`src/hw/rtl/kea_pkg.sv`:
```
// Shared types and constants for the Kruskal edge acceptor.
// No dependencies; imported by kruskal_edge_acceptor.
package kea_pkg;

    localparam int NUM_VERTICES = 64;
    localparam int WEIGHT_BITS  = 16;
    localparam int LABEL_W      = $clog2(NUM_VERTICES);
    localparam int COUNT_W      = $clog2(NUM_VERTICES + 1);

    typedef logic [LABEL_W-1:0]     vertex_t;
    typedef logic [COUNT_W-1:0]     count_t;
    typedef logic [WEIGHT_BITS-1:0] weight_t;

    typedef enum logic [2:0] {
        ST_IDLE,
        ST_HEAD,
        ST_TAIL,
        ST_WALK,
        ST_RESULT
    } state_t;

endpackage

```
`src/hw/rtl/kruskal_edge_acceptor.sv`:
```
// Kruskal edge acceptor: per-vertex component labels in a RAM, relabel walk.
// Depends on kea_pkg and kea_ram.
//
// One edge is taken per beat and gives one result beat. An edge with an index
// not below the vertex count goes from acceptance straight to the result state;
// an edge whose ends already share a component first passes the head and tail
// label reads; an accepted edge also runs the relabel walk, which reads every
// label below the vertex count, capped at 64, once through the single RAM read
// port (one label per cycle, write-back in the cycle after the read). The
// result is loaded once the output register is free; the next edge can be taken
// in the cycle after. A new edge is taken while the previous result still waits
// in the output register. Labels come out of reset and out of a last edge as
// identity at once: a valid bit per vertex marks a RAM entry as written, and an
// entry not yet written reads as its own index.
module kruskal_edge_acceptor (
    input  logic             clk,
    input  logic             rst_n,
    input  logic             in_valid,
    output logic             in_ready,
    input  kea_pkg::vertex_t head_vertex,
    input  kea_pkg::vertex_t tail_vertex,
    input  kea_pkg::weight_t edge_weight,
    input  logic             last_edge,
    output logic             out_valid,
    input  logic             out_ready,
    output logic             accepted,
    output kea_pkg::vertex_t out_head,
    output kea_pkg::vertex_t out_tail,
    output kea_pkg::weight_t out_weight,
    output logic             bad_vertex,
    output logic             done_res,
    input  logic             cfg_valid,
    output logic             cfg_ready,
    input  kea_pkg::count_t  cfg_data
);

    import kea_pkg::*;

    state_t  state_reg, state_next;
    count_t  vcount_reg;
    count_t  count_eff;

    vertex_t head_reg, head_next;
    vertex_t tail_reg, tail_next;
    weight_t weight_reg, weight_next;
    logic    last_reg, last_next;
    logic    bad_reg, bad_next;
    logic    acc_reg, acc_next;
    vertex_t head_comp_reg, head_comp_next;
    vertex_t tail_comp_reg, tail_comp_next;
    count_t  rd_idx_reg, rd_idx_next;
    logic    pend_reg, pend_next;
    vertex_t raddr_d_reg;
    logic [NUM_VERTICES-1:0] valid_reg, valid_next;

    logic    out_valid_reg, out_valid_next;
    logic    o_acc_reg, o_acc_next;
    vertex_t o_head_reg, o_head_next;
    vertex_t o_tail_reg, o_tail_next;
    weight_t o_weight_reg, o_weight_next;
    logic    o_bad_reg, o_bad_next;
    logic    o_done_reg, o_done_next;

    logic    ram_re;
    vertex_t ram_raddr;
    vertex_t ram_rdata;
    logic    ram_we;
    vertex_t lbl_rd;
    logic    in_bad;

    kea_ram #(
        .WIDTH (LABEL_W),
        .DEPTH (NUM_VERTICES)
    ) u_labels (
        .clk   (clk),
        .we    (ram_we),
        .waddr (raddr_d_reg),
        .wdata (head_comp_reg),
        .re    (ram_re),
        .raddr (ram_raddr),
        .rdata (ram_rdata)
    );

    assign count_eff = (vcount_reg > count_t'(NUM_VERTICES)) ? count_t'(NUM_VERTICES)
                                                             : vcount_reg;
    assign in_bad    = (count_t'(head_vertex) >= count_eff) ||
                       (count_t'(tail_vertex) >= count_eff);

    // Label of the entry read last cycle; unwritten entries hold identity.
    assign lbl_rd = valid_reg[raddr_d_reg] ? ram_rdata : raddr_d_reg;

    // Walk write-back lands in the cycle after the read, so no entry is read after its write.
    assign ram_we = (state_reg == ST_WALK) && pend_reg && (lbl_rd == tail_comp_reg);

    assign in_ready   = (state_reg == ST_IDLE);
    assign cfg_ready  = 1'b1;
    assign out_valid  = out_valid_reg;
    assign accepted   = o_acc_reg;
    assign out_head   = o_head_reg;
    assign out_tail   = o_tail_reg;
    assign out_weight = o_weight_reg;
    assign bad_vertex = o_bad_reg;
    assign done_res   = o_done_reg;

    // Next state
    always_comb
    begin
        state_next = state_reg;
        unique case (state_reg)
            ST_IDLE:
            begin
                if (in_valid)
                begin
                    state_next = in_bad ? ST_RESULT : ST_HEAD;
                end
            end
            ST_HEAD:
            begin
                state_next = ST_TAIL;
            end
            ST_TAIL:
            begin
                state_next = (lbl_rd != head_comp_reg) ? ST_WALK : ST_RESULT;
            end
            ST_WALK:
            begin
                if ((rd_idx_reg >= count_eff) && !pend_reg)
                begin
                    state_next = ST_RESULT;
                end
            end
            ST_RESULT:
            begin
                if (!out_valid_reg || out_ready)
                begin
                    state_next = ST_IDLE;
                end
            end
            default:
            begin
                state_next = ST_IDLE;
            end
        endcase
    end

    // Datapath and RAM control
    always_comb
    begin
        head_next      = head_reg;
        tail_next      = tail_reg;
        weight_next    = weight_reg;
        last_next      = last_reg;
        bad_next       = bad_reg;
        acc_next       = acc_reg;
        head_comp_next = head_comp_reg;
        tail_comp_next = tail_comp_reg;
        rd_idx_next    = rd_idx_reg;
        pend_next      = pend_reg;
        valid_next     = valid_reg;
        out_valid_next = out_valid_reg;
        o_acc_next     = o_acc_reg;
        o_head_next    = o_head_reg;
        o_tail_next    = o_tail_reg;
        o_weight_next  = o_weight_reg;
        o_bad_next     = o_bad_reg;
        o_done_next    = o_done_reg;
        ram_re         = 1'b0;
        ram_raddr      = head_vertex;

        if (out_valid_reg && out_ready)
        begin
            out_valid_next = 1'b0;
        end

        if (ram_we)
        begin
            valid_next[raddr_d_reg] = 1'b1;
        end

        unique case (state_reg)
            ST_IDLE:
            begin
                if (in_valid)
                begin
                    head_next   = head_vertex;
                    tail_next   = tail_vertex;
                    weight_next = edge_weight;
                    last_next   = last_edge;
                    bad_next    = in_bad;
                    acc_next    = 1'b0;
                    ram_re      = !in_bad;
                    ram_raddr   = head_vertex;
                end
            end
            ST_HEAD:
            begin
                head_comp_next = lbl_rd;
                ram_re         = 1'b1;
                ram_raddr      = tail_reg;
            end
            ST_TAIL:
            begin
                tail_comp_next = lbl_rd;
                if (lbl_rd != head_comp_reg)
                begin
                    acc_next    = 1'b1;
                    rd_idx_next = '0;
                    pend_next   = 1'b0;
                end
            end
            ST_WALK:
            begin
                if (rd_idx_reg < count_eff)
                begin
                    ram_re      = 1'b1;
                    ram_raddr   = rd_idx_reg[LABEL_W-1:0];
                    rd_idx_next = rd_idx_reg + count_t'(1);
                    pend_next   = 1'b1;
                end
                else
                begin
                    pend_next = 1'b0;
                end
            end
            ST_RESULT:
            begin
                if (!out_valid_reg || out_ready)
                begin
                    out_valid_next = 1'b1;
                    o_acc_next     = acc_reg;
                    o_head_next    = head_reg;
                    o_tail_next    = tail_reg;
                    o_weight_next  = weight_reg;
                    o_bad_next     = bad_reg;
                    o_done_next    = last_reg;
                    if (last_reg)
                    begin
                        valid_next = '0;
                    end
                end
            end
            default:
            begin
            end
        endcase
    end

    always_ff @(posedge clk or negedge rst_n)
    begin
        if (!rst_n)
        begin
            state_reg     <= ST_IDLE;
            vcount_reg    <= count_t'(NUM_VERTICES);
            valid_reg     <= '0;
            out_valid_reg <= 1'b0;
            pend_reg      <= 1'b0;
            rd_idx_reg    <= '0;
        end
        else
        begin
            state_reg     <= state_next;
            valid_reg     <= valid_next;
            out_valid_reg <= out_valid_next;
            pend_reg      <= pend_next;
            rd_idx_reg    <= rd_idx_next;
            if (cfg_valid && cfg_ready)
            begin
                vcount_reg <= cfg_data;
            end
        end
    end

    always_ff @(posedge clk)
    begin
        head_reg      <= head_next;
        tail_reg      <= tail_next;
        weight_reg    <= weight_next;
        last_reg      <= last_next;
        bad_reg       <= bad_next;
        acc_reg       <= acc_next;
        head_comp_reg <= head_comp_next;
        tail_comp_reg <= tail_comp_next;
        o_acc_reg     <= o_acc_next;
        o_head_reg    <= o_head_next;
        o_tail_reg    <= o_tail_next;
        o_weight_reg  <= o_weight_next;
        o_bad_reg     <= o_bad_next;
        o_done_reg    <= o_done_next;
        if (ram_re)
        begin
            raddr_d_reg <= ram_raddr;
        end
    end

endmodule

```
`src/hw/rtl/kea_ram.sv`:
```
// Generic single-write, single-read synchronous RAM with registered read data.
// No dependencies.
module kea_ram #(
    parameter int WIDTH = 8,
    parameter int DEPTH = 64,
    parameter int AW    = $clog2(DEPTH)
) (
    input  logic             clk,
    input  logic             we,
    input  logic [AW-1:0]    waddr,
    input  logic [WIDTH-1:0] wdata,
    input  logic             re,
    input  logic [AW-1:0]    raddr,
    output logic [WIDTH-1:0] rdata
);

    logic [WIDTH-1:0] mem [DEPTH];

    always_ff @(posedge clk)
    begin
        if (we)
        begin
            mem[waddr] <= wdata;
        end
        if (re)
        begin
            rdata <= mem[raddr];
        end
    end

endmodule

```
`config.mk`:
```
export PLATFORM = sky130hd
export DESIGN_NAME = kruskal_edge_acceptor
export DESIGN_NICKNAME = d
export VERILOG_FILES = /design/src/hw/rtl/kea_pkg.sv /design/src/hw/rtl/kruskal_edge_acceptor.sv /design/src/hw/rtl/kea_ram.sv
export SDC_FILE = /design/constraint.sdc
export NUM_CORES = 1
export LEC_CHECK = 0
export BUFFER_PORTS_ARGS = -buffer_cell sky130_fd_sc_hd__buf_2
export CORE_MARGIN = 5
export CORE_UTILIZATION = 60
export DETAILED_ROUTE_END_ITERATION = 10
export HOLD_SLACK_MARGIN = 0.06
export PLACE_DENSITY = 0.88
export SKIP_LAST_GASP = 1
export SLEW_MARGIN = 5
export SYNTH_ARGS = -nofsm -noshare
export SYNTH_HDL_FRONTEND = slang
export SYNTH_SLANG_ARGS = --single-unit
```
`constraint.sdc`:
```
create_clock -name clk -period 5.2 [get_ports clk]
set_input_delay 0.78 -clock clk [delete_from_list [all_inputs] [get_ports clk]]
set_output_delay 0.78 -clock clk [all_outputs]
set_load 0.05 [all_outputs]
```
# Word level (Yosys, flattened, before mapping)
# Memory sizes are Yosys's and may differ from the RTL's. A register that Yosys moved wholly into a read port is not among the register bits.
# Cells that the tools add are included.
dict set report word_totals {
  ramBits 384
  register_bits 163
  n_memories 1
  output_inout_bits 34
  in_bits 41
  elab_cells 95
}
dict set report op_classes {
  bitwise_logic 1
  n_lt_le_gt_ge 7
  mux 34
  n_eq_ne 11
  n_addsub 1
  n_reduce_logical 19
}
# name depth word_bits read_ports rd_ports_with_merged_regs wr line_no
set mem_list {}
lappend mem_list {u_labels.mem 64 6 1 1 1 kea_ram.sv:17} ;# logic [WIDTH-1:0] mem [DEPTH];
# cell n
set ops {}
lappend ops {{$mux W64} 4}
lappend ops {{$or A64 B64 Y64} 1}
lappend ops {{$mux W7} 3}
lappend ops {{$mux W3} 5}
lappend ops {{$pmux W3 S5} 1}
lappend ops {{$ge A6 B7 Y1} 2}
lappend ops {{$pmux W7 S2} 1}
lappend ops {{$mux W1} 12}
lappend ops {{$mux W6} 2}
lappend ops {{$pmux W6 S2} 1}
lappend ops {{$reduce_and A3 Y1} 3}
lappend ops {{$add A7 B1 Y7 const B} 1}
lappend ops {{$ge A7 B7 Y1} 1}
lappend ops {{$gt A7 B7 Y1 const B} 1}
lappend ops {{$lt A6 B7 Y1 const B} 1}
lappend ops {{$lt A7 B7 Y1} 1}
lappend ops {{$bmux W1 S6} 1}
lappend ops {{$demux W1 S6} 1}
lappend ops {{$eq A3 B2 Y1 const B} 2}
lappend ops {{$eq A6 B6 Y1} 1}
lappend ops {{$ge A6 B1 Y1 const B} 1}
lappend ops {{$ne A2 B2 Y1 const B} 3}
lappend ops {{$ne A6 B6 Y1} 1}
lappend ops {{$reduce_and A2 Y1} 3}
lappend ops {{other kinds (10)} 20}

# Depth between registers and ports, before layout
dict set report depth {
  word_depth 9
  ltp_mapped 17
  mapped_depth_nobuf 13
}

# By module
# A second synthesis with hierarchy kept.
dict set report hier_totals {
  hier_cells 1315
  hier_area_um2 23009.6
}
# mod cells_per_inst area_each_um2 instances seq_area_each_um2
set modules_own_cells {}
lappend modules_own_cells {kea_ram 720 15285.9 1 11711.2}
lappend modules_own_cells {kruskal_edge_acceptor 595 7723.7 1 4480.5}

# Worst setup path before layout
# No wires, ideal clock.
dict set report synth_path {
  kind {flip-flop to flip-flop}
  startpoint {register vcount_reg[6]}
  endpoint {register u_labels.rdata[4] (read register of u_labels.mem) (data pin)}
  path_slack_ns 1.641
  path_stages_with_launch 17
  arrival_time_ns 3.288
  synth_period_minus_slack_ns 3.559
  path_buffers 3
  setup_ns 0.272
  required_time_ns 4.928
  cell_sequence {dfstp_2 inv_1 nand2_1 ha_1 a211oi_1 o21ba_2 nand3_1 and3_1 buf_2 inv_2 buf_4 buf_2 mux2i_1 mux2i_1 a22oi_1 nand3_1 or4_1}
}
dict set report synth_via {
  elab_chain_len 7
  word_cells_on_any_way 12
  cone_classes {4 x order compare; 6 x mux; 2 x reduce/logical}
}
# element line_no
set synth_lines {}
lappend synth_lines {{from (decl)} kruskal_edge_acceptor.sv:40} ;# count_t vcount_reg;
lappend synth_lines {{from (signal assigned)} kruskal_edge_acceptor.sv:253} ;# vcount_reg <= count_t'(NUM_VERTICES);
lappend synth_lines {{from (signal assigned)} kruskal_edge_acceptor.sv:268} ;# vcount_reg <= cfg_data;
lappend synth_lines {{$gt A7 B7 Y1} kruskal_edge_acceptor.sv:84} ;# assign count_eff = (vcount_reg > count_t'(NUM_VERTICES)) ? count_t'(NUM_VERTICES)
lappend synth_lines {{$mux W7 *} kruskal_edge_acceptor.sv:84}
lappend synth_lines {{$ge A6 B7 Y1, on equally long branches} {kruskal_edge_acceptor.sv:86, kruskal_edge_acceptor.sv:87}}
lappend synth_lines {{$logic_or A1 B1 Y1} kruskal_edge_acceptor.sv:86} ;# assign in_bad = (count_t'(head_vertex) >= count_eff) ||
lappend synth_lines {{$logic_not A1 Y1} kruskal_edge_acceptor.sv:191} ;# ram_re = !in_bad;
lappend synth_lines {{$mux W1} kruskal_edge_acceptor.sv:183} ;# if (in_valid)
lappend synth_lines {{$pmux W1 S3} kruskal_edge_acceptor.sv:180} ;# unique case (state_reg)
lappend synth_lines {{to (decl)} kea_ram.sv:14} ;# output logic [WIDTH-1:0] rdata
# Mark *: on every way between the ends. The rest lies on a longest branch, timed or not.
# A chain may end at the register's enable or synchronous reset.

# Worst setup path after layout
dict set report layout_path {
  startpoint {register vcount_reg[6]}
  endpoint {register u_labels.rdata[2] (read register of u_labels.mem) (data pin)}
}
# The elaborated chain is that of the path after synthesis.

==> impl_metrics.py <==
metrics = {
    "sta": {
        "worst_pin_slew_ns": 1.41,
        "hold_viol_final": 0,
        "setup_violations": 0,
        "finalCritPeriodShare_pct": 90.1,
        "max_slew_margin_pct": 5.41,
        "fin_tns_setup_ns": 0,
        "setup_slack_ns": 0.516,
        "min_period_ns": 4.68,
        "fmax_ghz": 0.213,
        "maxSlewViolCount": 0,
        "rsz0062_at_grt": "no",
        "finClkSkew_ns": 0.0206,
    },
    "logic_synthesis": {
        "synth_edf_count": 470,
        "syn-instance-count": 1577,
        "yosys-top-cells-area": "edfxtp_1 60%, dfrtp_1 8.7%, mux2i_1 6.6%",
        "ys_async_sr_fraction_pct": 15.0,
        "syn_area_um2": 23500,
        "ys_seq_elements": 553,
        "ys_types": 79,
        "avgSynthCellArea_um2": 14.9,
        "yosysTopAreaCell": "edfxtp_1",
        "ys_dominant_reg_cell": "edfxtp_1",
        "seq_area_frac_synth_pct": 68.8,
        "synth.top_cell.area_share_pct": 60.0,
        "yosysWarnings": 0,
        "synthesis.nets": 1638,
    },
    "power_and_ir_drop": {
        "combPwrFrac_pct": 33.9,
        "p_per_area_nw_per_um2": 580,
        "p_leak_nw": 9.56,
        "p_seq_share_pct": 39.5,
        "clock_power_share_pct": 26.6,
        "peakVddDrop_uv": 534,
        "switching_power_w": 0.00570,
        "swShare_pct": 37.6,
        "p_int_w": 0.00948,
    },
    "detailed_routing": {
        "vias": 14686,
        "drtIter0Drc": 2014,
        "drt-total-wl_mm": 58.5,
        "vias_per_cell": 6.61,
        "drtAntennaViolNets": 0,
        "dr.pass1.iters": 7,
        "drc": 0,
        "wire_per_inst_um": 26.4,
    },
    "layout": {
        "area_growth_pct": 11.4,
        "largest_reg_flops": 384,
        "mostFrequentLayoutCell": "edfxtp_1",
        "drive_gt1_share_pct": 18.6,
        "mostFrequentLayoutCells": "470 x edfxtp_1, 206 x nand2_1, 156 x mux2i_1, 82 x dfrtp_1, 81 x nand3_1",
        "final_cells": 2221,
        "fin_nets": 1718,
        "n_antenna_cell": 0,
    },
    "cts": {
        "cts_buffer_depth": 3,
        "cts_resized": 0,
        "cts_htree_levels": 2,
        "cts_tree": "yes",
        "cts_sinks": 553,
        "postCtsSetupBuffers": 0,
        "path_clk_slew_ns": 0.07,
        "cts_buffers": 54,
        "root_buffer": "clkbuf_16",
        "clk-insertion-delay-late_ns": 0.60,
        "postCtsHoldBufs": 0,
    },
    "min_path": {
        "hold_path.startpoint": "last_edge",
        "worstHoldPathType": "in -> reg",
        "hold_end": "last_reg",
        "whs_path_depth": 1,
    },
    "setup_path": {
        "arrival_ns": 5.03,
        "crit_type": "reg -> reg",
        "startpoint_type": "register",
        "reg2reg_slack_ns": 0.52,
        "cp-end-kind": "register",
        "crit_fanout": 13,
        "worstPathRequired_ns": 5.54,
        "worstReg2RegEnd": "u_labels.rdata[2]",
        "r2r-start": "vcount_reg[6]",
        "reg2reg_depth": 13,
    },
    "floorplanning": {
        "die_area_um2": 43300,
        "row_count": 72,
        "dieWidth_um": 208,
        "io_pins": 75,
        "initial_core_util_pct": 60.7,
        "core_um2": 38700,
        "die_h_um": 208,
    },
    "placed_design": {
        "dp_slack_ns": 0.659,
        "hpwl_mm": 37.1,
        "finalWeightedCongestion": 1.05,
        "dp.cells": 2119,
        "port_buffers": 73,
    },
    "run": {
        "max-cap-violations": 0,
    },
    "grt": {
        "grt_pass1_wl_mm": 89.2,
        "grt_pass1_vias": 14633,
        "antenna_found_initial": 1,
        "grt.overflow.total": 0,
        "grt_max_degree": 121,
        "grt_usage_pct": 26.7,
    },
    "run_status": {
        "status": "finished, final reports clean",
    },
}
## cell usage after synthesis (8+ instances only)
library cell,n
a221oi_1,9
mux2_2,20
and3_1,21
mux2i_1,156
clkbuf_1,24
o21ai_0,16
a21oi_1,27
nand3_1,81
nand2_1,207
nor2_1,26
dfrtp_1,82
a21o_1,9
nand4_1,22
nor3_1,9
o211ai_1,10
buf_4,11
buf_6,18
nor4_1,8
buf_2,35
nor4_2,55
a32oi_1,12
o21a_1,59
ha_1,20
edfxtp_1,470
xnor2_1,12
inv_1,16
xor2_1,11
## final cells by class
type	count	area (um^2)
Inverter	19	73.8
Tap cell	518	648
Clock buffer	60	1400
Sequential cell	553	16200
Timing Repair Buffer	115	721
Fill cell	2564	12500
Clock inverter	42	442
Multi-Input combinational cell	914	6720
## worst max-delay path: stages, from the launching register on
cell and delay [ns]:
dfstp_2 0.54, inv_1 0.10, nand2_1 0.15, ha_1 0.26, a211oi_1 0.31, o21ba_2 0.26
and3_1 0.35, a211oi_4 0.12, inv_1 0.60, buf_4 0.35, nand3_1 0.11, a32oi_1 0.38
o2111ai_1 0.30, or4_1 0.58
## power groups by stage
stage	clock, W	combinational, W	sequential (W)
after floorplan	0	0.00345	0.00608
after global placement	0	0.00482	0.00606
after detailed placement	0	0.00497	0.00607
after CTS	0.00407	0.00501	0.00598
after global routing	0.00427	0.00539	0.00602
final	0.00404	0.00515	0.00599
## worst max path at each step
| stage | to | startpoint | slack [ns] | depth (start not counted) |
|---|---|---|---|---|
| final | u_labels.rdata[2] | vcount_reg[6] | 0.52 | 13 |
| after global routing | u_labels.rdata[5] | vcount_reg[6] | 0.35 | 13 |
| after CTS | u_labels.rdata[2] | vcount_reg[6] | 0.64 | 13 |
| after detailed placement | u_labels.rdata[2] | vcount_reg[6] | 0.66 | 13 |
| after global placement | u_labels.rdata[5] | vcount_reg[6] | 0.72 | 13 |
| after floorplan | u_labels.rdata[4] | vcount_reg[6] | 1.64 | 16 |
## metal layers
metal / track usage [%] / wire length, um / share of wire, % / vias up
li1: - / - / - / 6229
met1: 35.6 / 21600 / 37 / 7290
met2: 43.6 / 28400 / 48 / 962
met3: 6.24 / 6070 / 10 / 205
met4: 9.97 / 2460 / 4.2 / 0
met5: 0 / 0 / 0 / -
## kinds of logic (layout without fill, tap and decap cells)
group                    count (synthesis)  in the layout  synth area share, %
AO/OA/AOI/OAI                          209            209                 6.68
XOR/XNOR                                24             24                0.926
adder cells (fa/ha/maj)                 20             20                 1.06
buffers and inverters                  110            236                 2.69
flip-flops                             553            553                 68.8
multiplexers                           184            184                 8.32
other                                    1              1               0.0159
AND/OR/NAND/NOR                        476            476                 11.5
## through the flow
stage / area [um^2] / utilization [%] / power, W / hold slack [ns]
2_1_floorplan: 23500 / - / 0.00953 / 0.400
3_3_place_gp: 24400 / 62.9 / 0.0109 / 0.403
3_5_place_dp: 24400 / 62.9 / 0.0110 / 0.405
4_1_cts: 26200 / 67.6 / 0.0151 / 0.334
5_1_grt: 26200 / 67.6 / 0.0157 / 0.344
6_report: 26200 / 67.6 / 0.0152 / 0.354
Power figures use the tool's default switching activity.
